<file path="config.mk">
export PLATFORM = sky130hd
export DESIGN_NAME = esds_descriptor_parser
export DESIGN_NICKNAME = d
export VERILOG_FILES = /design/src/esds_pkg.sv /design/src/esds_cfg_decode.sv /design/src/esds_descriptor_parser.sv
export SDC_FILE = /design/constraint.sdc
export NUM_CORES = 1
export LEC_CHECK = 0
export ABC_AREA = 0
export BUFFER_PORTS_ARGS = -buffer_cell sky130_fd_sc_hd__buf_2
export CAP_MARGIN = 5
export CORE_MARGIN = 2
export CORE_UTILIZATION = 50
export CTS_BUF_LIST = sky130_fd_sc_hd__clkbuf_16
export DETAILED_ROUTE_END_ITERATION = 7
export GPL_ROUTABILITY_DRIVEN = 0
export PLACE_DENSITY = 0.78
export SYNTH_ARGS = -nofsm -noshare
export SYNTH_HDL_FRONTEND = slang
export SYNTH_SLANG_ARGS = --single-unit
export TNS_END_PERCENT = 30
</file>
<file path="constraint.sdc">
create_clock -name clk -period 9.5 [get_ports clk]
set_clock_uncertainty 0.05 [all_clocks]
set_input_delay 0.475 -clock clk [delete_from_list [all_inputs] [get_ports clk]]
set_output_delay 0.475 -clock clk [all_outputs]
set_load 0.02 [all_outputs]
</file>
<file path="src/esds_pkg.sv">
`default_nettype none

package esds_pkg;

    // parser phases
    localparam logic [2:0] PH_TAG     = 3'd0;
    localparam logic [2:0] PH_SIZE    = 3'd1;
    localparam logic [2:0] PH_SKIP    = 3'd2;
    localparam logic [2:0] PH_PAYLOAD = 3'd3;
    localparam logic [2:0] PH_DONE    = 3'd4;

    // result status codes
    localparam logic [1:0] ST_OK        = 2'd0;
    localparam logic [1:0] ST_NOT_FOUND = 2'd1;
    localparam logic [1:0] ST_SHORT     = 2'd2;

    // descriptor tags
    localparam logic [7:0] TAG_ES_DESCR   = 8'd3;
    localparam logic [7:0] TAG_DEC_CONFIG = 8'd4;
    localparam logic [7:0] TAG_DEC_SPEC   = 8'd5;

    // fixed skip lengths of the es and decoder config descriptors
    localparam logic [31:0] ES_DESCR_SKIP   = 32'd3;
    localparam logic [31:0] DEC_CONFIG_SKIP = 32'd13;

    localparam logic [3:0] IDX_EXPLICIT = 4'd15;
    localparam int unsigned HEAD_BYTES  = 5;

    typedef struct packed {
        logic [4:0]  object_type;
        logic [3:0]  rate_index;
        logic [23:0] sample_rate;
        logic [3:0]  chan_cfg;
        logic        too_short;
    } decoded_t;

    function automatic logic [23:0] rate_lookup(input logic [3:0] idx);
        logic [23:0] rate;
        case (idx)
            4'd0:    rate = 24'd96000;
            4'd1:    rate = 24'd88200;
            4'd2:    rate = 24'd64000;
            4'd3:    rate = 24'd48000;
            4'd4:    rate = 24'd44100;
            4'd5:    rate = 24'd32000;
            4'd6:    rate = 24'd24000;
            4'd7:    rate = 24'd22050;
            4'd8:    rate = 24'd16000;
            4'd9:    rate = 24'd12000;
            4'd10:   rate = 24'd11025;
            4'd11:   rate = 24'd8000;
            4'd12:   rate = 24'd7350;
            default: rate = 24'd0;
        endcase
        return rate;
    endfunction

endpackage

`default_nettype wire

</file>
<file path="src/esds_cfg_decode.sv">
`default_nettype none

module esds_cfg_decode
(
    input  wire logic [39:0]       head_bits,
    input  wire logic [2:0]        head_count,
    output esds_pkg::decoded_t     dec
);
    import esds_pkg::*;

    logic [39:0] aligned;
    logic [2:0]  cnt;

    // left-align the collected bytes, msb first
    always_comb
    begin
        cnt = (head_count > 3'd5) ? 3'd5 : head_count;
        case (cnt)
            3'd0:    aligned = 40'd0;
            3'd1:    aligned = {head_bits[7:0], 32'd0};
            3'd2:    aligned = {head_bits[15:0], 24'd0};
            3'd3:    aligned = {head_bits[23:0], 16'd0};
            3'd4:    aligned = {head_bits[31:0], 8'd0};
            default: aligned = head_bits;
        endcase
    end

    always_comb
    begin
        dec.object_type = aligned[39:35];
        dec.rate_index  = aligned[34:31];
        if (aligned[34:31] == IDX_EXPLICIT)
        begin
            dec.sample_rate = aligned[30:7];
            dec.chan_cfg    = aligned[6:3];
        end
        else
        begin
            dec.sample_rate = rate_lookup(aligned[34:31]);
            dec.chan_cfg    = aligned[30:27];
        end
        dec.too_short = (cnt < 3'd2) ||
                        ((aligned[34:31] == IDX_EXPLICIT) && (cnt < 3'd5));
    end

endmodule

`default_nettype wire

</file>
<file path="src/esds_descriptor_parser.sv">
`default_nettype none
// a result is loaded into the output register when its byte is accepted and shows in the next cycle
// throughput: one cookie byte per cycle; the only limit is the single output register,
// which takes a new result in the same cycle its old one is taken
// reset: rst_n clears the parser to expect a tag byte and empties the output register
// each byte flagged cookie_end also returns the parser to that reset state

module esds_descriptor_parser
(
    input  wire logic        clk,
    input  wire logic        rst_n,

    // cookie byte requests
    input  wire logic        cookie_valid,
    output logic             cookie_ready,
    input  wire logic [7:0]  cookie_byte,
    input  wire logic        cookie_end,

    // result requests
    output logic             result_valid,
    input  wire logic        result_ready,
    output logic [7:0]       payload_byte,
    output logic             byte_valid,
    output logic             final_res,
    output logic [1:0]       status,
    output logic [4:0]       object_type,
    output logic [3:0]       rate_index,
    output logic [23:0]      sample_rate,
    output logic [3:0]       chan_cfg
);
    import esds_pkg::*;

    // parser state
    logic [2:0]  phase_reg,  phase_next;
    logic [7:0]  tag_reg,    tag_next;
    logic [31:0] accum_reg,  accum_next;
    logic [31:0] remain_reg, remain_next;
    logic [39:0] head_reg,   head_next;
    logic [2:0]  count_reg,  count_next;

    // output register
    logic        res_valid_reg;
    logic [7:0]  res_byte_reg,   res_byte_next;
    logic        res_bvalid_reg, res_bvalid_next;
    logic        res_final_reg,  res_final_next;
    logic [1:0]  res_status_reg, res_status_next;
    logic [4:0]  res_obj_reg,    res_obj_next;
    logic [3:0]  res_idx_reg,    res_idx_next;
    logic [23:0] res_rate_reg,   res_rate_next;
    logic [3:0]  res_chan_reg,   res_chan_next;
    logic        res_fire;

    logic        accept;
    logic [31:0] accum_new;
    logic [31:0] size_val;
    logic [39:0] head_upd;
    logic [2:0]  count_upd;
    decoded_t    dec;

    // output register can load whenever it is empty or being drained
    assign cookie_ready = !res_valid_reg || result_ready;
    assign accept       = cookie_valid && cookie_ready;

    // collect up to five leading config bytes
    always_comb
    begin
        if (count_reg < 3'(HEAD_BYTES))
        begin
            head_upd  = {head_reg[31:0], cookie_byte};
            count_upd = count_reg + 3'd1;
        end
        else
        begin
            head_upd  = head_reg;
            count_upd = count_reg;
        end
    end

    // decode sees the head including the byte in hand
    esds_cfg_decode u_decode
    (
        .head_bits  (head_upd),
        .head_count (count_upd),
        .dec        (dec)
    );

    // size field: 7 bits per byte, msb is continuation, low 32 bits kept
    assign accum_new = {accum_reg[24:0], cookie_byte[6:0]};

    always_comb
    begin
        if (tag_reg == TAG_ES_DESCR)
            size_val = ES_DESCR_SKIP;
        else if (tag_reg == TAG_DEC_CONFIG)
            size_val = DEC_CONFIG_SKIP;
        else
            size_val = accum_new;
    end

    always_comb
    begin
        phase_next  = phase_reg;
        tag_next    = tag_reg;
        accum_next  = accum_reg;
        remain_next = remain_reg;
        head_next   = head_reg;
        count_next  = count_reg;

        res_fire        = 1'b0;
        res_byte_next   = 8'd0;
        res_bvalid_next = 1'b0;
        res_final_next  = 1'b0;
        res_status_next = ST_OK;
        res_obj_next    = 5'd0;
        res_idx_next    = 4'd0;
        res_rate_next   = 24'd0;
        res_chan_next   = 4'd0;

        unique case (phase_reg)
            PH_TAG:
            begin
                tag_next   = cookie_byte;
                accum_next = 32'd0;
                phase_next = PH_SIZE;
            end
            PH_SIZE:
            begin
                accum_next = accum_new;
                if (!cookie_byte[7])
                begin
                    remain_next = size_val;
                    if (tag_reg == TAG_DEC_SPEC)
                    begin
                        head_next  = 40'd0;
                        count_next = 3'd0;
                        if (size_val == 32'd0)
                        begin
                            // empty config descriptor
                            res_fire        = 1'b1;
                            res_final_next  = 1'b1;
                            res_status_next = ST_SHORT;
                            phase_next      = PH_DONE;
                        end
                        else
                        begin
                            phase_next = PH_PAYLOAD;
                        end
                    end
                    else
                    begin
                        phase_next = (size_val == 32'd0) ? PH_TAG : PH_SKIP;
                    end
                end
            end
            PH_SKIP:
            begin
                remain_next = remain_reg - 32'd1;
                if (remain_reg == 32'd1)
                    phase_next = PH_TAG;
            end
            PH_PAYLOAD:
            begin
                head_next       = head_upd;
                count_next      = count_upd;
                remain_next     = remain_reg - 32'd1;
                res_fire        = 1'b1;
                res_byte_next   = cookie_byte;
                res_bvalid_next = 1'b1;
                if (remain_reg == 32'd1)
                begin
                    // last config byte: attach the decoded fields
                    res_final_next = 1'b1;
                    phase_next     = PH_DONE;
                    if (dec.too_short)
                    begin
                        res_status_next = ST_SHORT;
                    end
                    else
                    begin
                        res_obj_next  = dec.object_type;
                        res_idx_next  = dec.rate_index;
                        res_rate_next = dec.sample_rate;
                        res_chan_next = dec.chan_cfg;
                    end
                end
                else if (cookie_end)
                begin
                    // cookie cut off inside the config payload
                    res_final_next  = 1'b1;
                    res_status_next = ST_NOT_FOUND;
                end
            end
            default:
            begin
                // config already delivered: trailing bytes are dropped
            end
        endcase

        if (cookie_end)
        begin
            if (!res_fire && (phase_next != PH_DONE))
            begin
                res_fire        = 1'b1;
                res_final_next  = 1'b1;
                res_status_next = ST_NOT_FOUND;
            end
            phase_next  = PH_TAG;
            tag_next    = 8'd0;
            accum_next  = 32'd0;
            remain_next = 32'd0;
            head_next   = 40'd0;
            count_next  = 3'd0;
        end
    end

    always_ff @(posedge clk or negedge rst_n)
    begin
        if (!rst_n)
        begin
            phase_reg  <= PH_TAG;
            tag_reg    <= 8'd0;
            accum_reg  <= 32'd0;
            remain_reg <= 32'd0;
            head_reg   <= 40'd0;
            count_reg  <= 3'd0;
        end
        else if (accept)
        begin
            phase_reg  <= phase_next;
            tag_reg    <= tag_next;
            accum_reg  <= accum_next;
            remain_reg <= remain_next;
            head_reg   <= head_next;
            count_reg  <= count_next;
        end
    end

    // output valid: set by a byte that produces a result, cleared when taken
    always_ff @(posedge clk or negedge rst_n)
    begin
        if (!rst_n)
            res_valid_reg <= 1'b0;
        else if (accept)
            res_valid_reg <= res_fire;
        else if (result_ready)
            res_valid_reg <= 1'b0;
    end

    // result payload, loaded only when a new result is produced
    always_ff @(posedge clk)
    begin
        if (accept && res_fire)
        begin
            res_byte_reg   <= res_byte_next;
            res_bvalid_reg <= res_bvalid_next;
            res_final_reg  <= res_final_next;
            res_status_reg <= res_status_next;
            res_obj_reg    <= res_obj_next;
            res_idx_reg    <= res_idx_next;
            res_rate_reg   <= res_rate_next;
            res_chan_reg   <= res_chan_next;
        end
    end

    assign result_valid = res_valid_reg;
    assign payload_byte = res_byte_reg;
    assign byte_valid   = res_bvalid_reg;
    assign final_res    = res_final_reg;
    assign status       = res_status_reg;
    assign object_type  = res_obj_reg;
    assign rate_index   = res_idx_reg;
    assign sample_rate  = res_rate_reg;
    assign chan_cfg     = res_chan_reg;

`ifndef SYNTH
    // a cookie_end byte always leaves the parser in its reset state
    a_end_resets: assert property (@(posedge clk) disable iff (!rst_n)
        (accept && cookie_end) |=> (phase_reg == PH_TAG) && (count_reg == 3'd0)
            && (remain_reg == 32'd0))
        else $error("parser not reset after cookie end");

    // the head collector never holds more than five bytes
    a_head_bound: assert property (@(posedge clk) disable iff (!rst_n)
        count_reg <= 3'(HEAD_BYTES))
        else $error("head byte count overflow");

    // a non-final result always carries status ok
    a_status_final: assert property (@(posedge clk) disable iff (!rst_n)
        (result_valid && !final_res) |-> (status == ST_OK))
        else $error("status set on non-final result");

    // decoded fields stay zero unless a good final result
    a_fields_zero: assert property (@(posedge clk) disable iff (!rst_n)
        (result_valid && !(final_res && (status == ST_OK)))
            |-> (object_type == 5'd0) && (rate_index == 4'd0)
                && (sample_rate == 24'd0) && (chan_cfg == 4'd0))
        else $error("decoded fields set on wrong result");

    // a good final result is always a config byte
    a_ok_final_byte: assert property (@(posedge clk) disable iff (!rst_n)
        (result_valid && final_res && (status == ST_OK)) |-> byte_valid)
        else $error("ok final result without config byte");
`endif

endmodule

`default_nettype wire
</file>
==> impl_metrics.tcl, run 1 <==
set metrics [dict create \
    outcome "complete, no violations" \
    synth_top_family_by_area "compound AO/OA/AOI/OAI gates" \
    peakVddDrop_mv 0.1384 \
    clockBufferDepth 2 \
    synth_sequential_area_ratio_pct 47.80 \
    ys_async_sr_fraction_pct 69.57 \
    ff_latch_area_um2 4274 \
    grt_pass1_wl_um 41410 \
    ys_types 76 \
    worstMarginPinSlew_ps 1047 \
    end_kind "flop" \
    cts.sinks 161 \
    fin_setup_tns_ps 0 \
    hpwl_um 17580 \
    cts_made_buffers 17 \
    grt_max_degree 81 \
    p_leak_nw 4.171 \
    area.growth.synth_to_final_pct 12.30 \
    antenna_found_initial 0 \
    cts_setup_buffers 0 \
    postCtsHoldBufs 1 \
    setup_ws_ps 4372 \
    largest_reg_flops 40 \
    maxSlewHeadroom_pct 30.18 \
    rows 48 \
    synth_compound_area_share_pct 26.03 \
    coreArea_um2 17420 \
    fill_cells 1453 \
    hold_violations 0 \
    required_ps 9630 \
    die_x_um 137.7 \
    io_pins 64 \
    synthSimpleGateAreaFrac_pct 17.52 \
    n_antenna_cell 0 \
    ctsResizeCount 0 \
    path_clk_slew_ps 70 \
    h-tree-depth 4 \
    portBuffers 63 \
    cp_max_fo 29 \
    yosys.area_share.adder_pct 1.399 \
    globalRouteTotalUtil_pct 28.39 \
    finalNetCount 988 \
    tritoncts "done" \
    ant_nets 0 \
    die_h_um 137.7 \
    period_minus_slack_ps 5128 \
    synth.avg_cell_area_um2 9.563 \
    ys_seq_elements 161 \
    die_area_um2 18970 \
    yosys-mux-area-fraction_pct 2.729 \
    report.final.slew_viol_count 0 \
    setup_viol 0 \
    syn_nets 958 \
    grt_pass1_vias 7497 \
    dp_slack_ps 4663 \
    insertion_delay_ps 440 \
    start_kind "flop" \
    multi_input_area_um2 4335 \
    cap_violations 0 \
    rsz0062_at_grt "false" \
    criticalPathCategory "reg -> reg" \
    p_per_area_nw_per_um2 204.2 \
    layout_commonest_cell "dfrtp_1" \
    syn_area_um2 8941 \
    crit_arrival_ps 5260 \
    yosys_warnings 0 \
    root_buffer "clkbuf_16" \
    drtPass1Iterations 7 \
    vias_per_cell 6.884 \
    fin_crit_sh_pct 53.98 \
    synthXorXnorAreaFrac_pct 0.3918 \
    synthCells 935 \
    wl_per_cell_um 22.14 \
    via_count 8282 \
    wl_um 26640 \
    drc 0 \
    ys.flop_type "dfrtp_1" \
    drive_gt1_share_pct 13.60 \
    hold_path_class "in -> reg" \
    drt_iter0_markers 1382 \
    grt_overflow 0 \
    fmax_ghz 0.1950 \
    synth_edf_count 49 \
    mostFrequentLayoutCells "112 x dfrtp_1, 103 x nand2_1, 76 x o21ai_0" \
    start_util_pct 51.34 \
]
routing by layer:
layer	vias to the layer above	GRT usage, %	share of wire, %
met5	-	0	0
met4	0	12.41	3.3
met3	99	7.542	12
met2	620	39.55	43
met1	3918	41.42	41
li1	3645	-	-
stage by stage:
step | power, W | instance area, um2 | hold WS [ps] | utilization, % | cells
after floorplan | 0.001161 | 8941 | 129.4 | - | 935
after global placement | 0.001287 | 9389 | 383.0 | 53.91 | 1169
after detailed placement | 0.001298 | 9389 | 386.2 | 53.91 | 1169
after CTS | 0.002032 | 10030 | 413.7 | 57.61 | 1202
after global routing | 0.002124 | 10040 | 452.9 | 57.65 | 1203
final | 0.002051 | 10040 | 420.6 | 57.65 | 1203
cell families after synthesis:
kind of cell / count (synthesis)
xor+xnor: 4
fa+ha+maj: 10
flops: 161
buf+inv: 85
simple gates: 318
mux: 24
compound gates: 333
critical path, cell delays in order, from the launching register on:
cell,delay [ps]
dfrtp_1,510
ha_1,670
inv_1,200
a21oi_1,840
nand2_1,120
a32o_1,410
inv_1,220
ha_1,300
clkinv_1,310
o41ai_4,590
buf_4,380
nor2_1,120
o21a_1,130
synth_stat cells (all sizes together) (5+ instances only):
cell type	count	share of area (%)
dfrtp	112	31
nand2	103	4.3
o21ai	87	4.9
nor2	76	3.2
a22o	60	5.9
a21oi	53	3.0
clkbuf	52	2.2
edfxtp	49	16
nor3	32	1.8
a22oi	24	2.0
mux2i	21	2.4
buf	19	1.4
nor4	19	1.5
nand3	17	1.0
inv	13	0.55
a211oi	10	0.84
a31oi	10	0.77
and3	10	0.70
ha	10	1.4
o41ai	10	1.1
a221oi	9	0.88
and2	9	0.63
or3	9	0.63
a32oi	8	0.78
nor2b	8	0.56
a221o	7	0.78
nand4	7	0.49
o22ai	7	0.49
or4	7	0.63
nand2b	6	0.42
o21a	6	0.50
a222oi	5	0.56
a311oi	5	0.49
o31ai	5	0.42
worst paths after layout:
kind / endpoint / slack (ps) / depth (start not counted) / start
max: sample_rate[1] / 4370 / 12 / count_reg[0]
max in group asynchronous: head_reg[37] / 7530 / 3 / rst_n
min: result_valid / 420 / 4 / cookie_valid
max reg2reg: sample_rate[1] / 4370 / 12 / count_reg[0]
min in group asynchronous: remain_reg[16] / 500 / 2 / rst_n
min reg2reg: head_reg[36] / 460 / 1 / head_reg[36]
power breakdown:
part	internal [W]	switching, W
clock	0.000454	0.000286
sequential	0.000756	0.0000464
combinational	0.000153	0.000355
total	0.00136	0.000687
cell type report:
cell class	count	share of cell area (%)
Inverter	14	0.5234
Clock buffer	18	4.486
Timing Repair Buffer	82	4.611
Clock inverter	14	1.832
Tap cell	225	2.804
Multi-Input combinational cell	689	43.18
Sequential cell	161	42.57
No activity file was read; power rests on OpenSTA's default activity.
==> run 2, diff against run 1 <==
- clock period: 9.5 -> 4.8 ns (I/O delays scaled with it)
==> impl_metrics.tcl, run 2 (same netlist as run 1, synthesis figures left out) <==
set metrics [dict create \
    outcome "complete, no violations" \
    postLayoutCellArea_um2 10000 \
    start_util_pct 51.34 \
    criticalPathCategory "reg -> reg" \
    vias_per_cell 6.850 \
    ff2ff_setup_slack_ps 420 \
    drive_gt1_share_pct 14.07 \
    cp_max_fo 34 \
    mostFrequentLayoutCells "112 x dfrtp_1, 103 x nand2_1, 76 x o21ai_0" \
    pwr-share-clk_pct 33.9 \
    drc 0 \
    io_pins 64 \
    p_per_area_nw_per_um2 392.8 \
    cts_setup_buffers 0 \
    peakVddDrop_mv 0.2769 \
    setup_viol 0 \
    pwr-share-comb_pct 25.6 \
    area.growth.synth_to_final_pct 11.87 \
    insertion_delay_ps 440 \
    fin_crit_sh_pct 91.31 \
    p_leak_nw 4.152 \
    crit_arrival_ps 4520 \
    power.total_w 0.003929 \
    cts.sinks 161 \
    highest_layer "met4" \
    via_count 8261 \
    grt_overflow 0 \
    worstMarginPinSlew_ps 1311 \
    wirelength_met1_um 11110 \
    rows 48 \
    final_util_pct 57.43 \
    die_h_um 137.7 \
    maxSlewHeadroom_pct 12.24 \
    layout_commonest_cell "dfrtp_1" \
    required_ps 4940 \
    largest_reg_flops 40 \
    h-tree-depth 4 \
    place_inst 1173 \
    hold_violations 0 \
    root_buffer "clkbuf_16" \
    globalRouteTotalUtil_pct 28.65 \
    grt_pass1_vias 7588 \
    p_sw_w 0.001397 \
    wl_per_cell_um 21.85 \
    dr_wl_met2_um 11200 \
    fill_cells 1494 \
    cts_made_buffers 17 \
    grt_max_degree 78 \
    grt_pass1_wl_um 41900 \
    end_kind "flop" \
    portBuffers 63 \
    drt_iter0_markers 1408 \
    switching_share_pct 35.55 \
    seqPwrFrac_pct 40.4 \
    coreArea_um2 17420 \
    hpwl_um 17430 \
    wl_um 26360 \
    cap_violations 0 \
    n_antenna_cell 0 \
    finalNetCount 991 \
    path_clk_slew_ps 70 \
    routed-wl-met3_um 3268 \
    report.final.slew_viol_count 0 \
    tritoncts "done" \
    ant_nets 0 \
    die_area_um2 18970 \
    drtPass1Iterations 6 \
    rsz0062_at_grt "false" \
    die_x_um 137.7 \
    intPower_w 0.002532 \
    antenna_found_initial 0 \
    clockBufferDepth 2 \
    fin_setup_tns_ps 0 \
    hold_path_class "in -> reg" \
    fmax_ghz 0.2282 \
    placed_area_um2 9419 \
    start_kind "flop" \
    period_minus_slack_ps 4383 \
    stdcell_count 1206 \
]
[run 2: changes by cell type in the layout (fill, tap and decap cells not counted)]
cell and delta:
buf_4 +4, bufinv_16 -3, clkbuf_16 -1, clkbuf_4 -1
clkinv_1 -1, clkinvlp_4 +1, inv_1 -1, inv_4 -2
inv_6 +5, inv_8 +2
[run 2: final timing paths]
path,start,to,cells after the start
max reg2reg,count_reg[0],sample_rate[22],13
min,cookie_valid,result_valid,4
min reg2reg,remain_reg[30],remain_reg[30],1
max in group asynchronous,rst_n,head_reg[30],3
min in group asynchronous,rst_n,remain_reg[9],2
max,count_reg[0],sample_rate[22],13
[run 2: metrics by stage]
step                worst slack (ps)  hold WS (ps)
finish                         417.2         195.2
CTS                            502.5         183.8
global placement               731.4         407.0
detailed placement             565.7         407.9
floorplan                      741.9        -105.6
global route                   96.14         191.0
[run 2: layout make-up]
| cell class | count | area (um2) | share of cell area, % |
|---|---|---|---|
| clock buffers | 17 | 425.4 | 4.253 |
| inverters | 14 | 52.55 | 0.5254 |
| multi-input cells | 689 | 4335 | 43.34 |
| flip-flops and latches | 161 | 4274 | 42.73 |
| well taps | 225 | 281.5 | 2.815 |
| clock inverters | 15 | 147.6 | 1.476 |
| repair buffers | 85 | 485.5 | 4.854 |
[run 2: what timing repair did]
item                      4_1_cts  5_1_grt
hold buffers                    1        0
hold endpoints to repair       76        0
resized for setup               0        0
[run 2: critical path, cell delays in order (launching register included)]
cell	delay (ps)
dfrtp_1	520
ha_1	660
inv_1	200
a21oi_1	160
buf_4	200
nand2_1	70
a32o_1	390
inv_1	220
ha_1	290
clkinv_1	320
o41ai_4	420
buf_4	390
nor2_1	80
and2_1	170
[run 2: routing by layer]
layer  GRT usage [%]  vias to the layer above
met5               0                        -
met4           11.17                        0
met3           6.623                       72
met2           40.13                      614
met1           42.83                     3915
li1                -                     3660
[run 2: power groups by stage]
stage / Sequential, W / Combinational [W] / Clock (W)
after floorplan: 0.00161 / 0.000692 / 0
after detailed placement: 0.00161 / 0.000964 / 0
after CTS: 0.00158 / 0.000974 / 0.00134
after global placement: 0.00161 / 0.000948 / 0
final: 0.00159 / 0.00101 / 0.00133
after global routing: 0.00160 / 0.00110 / 0.00139
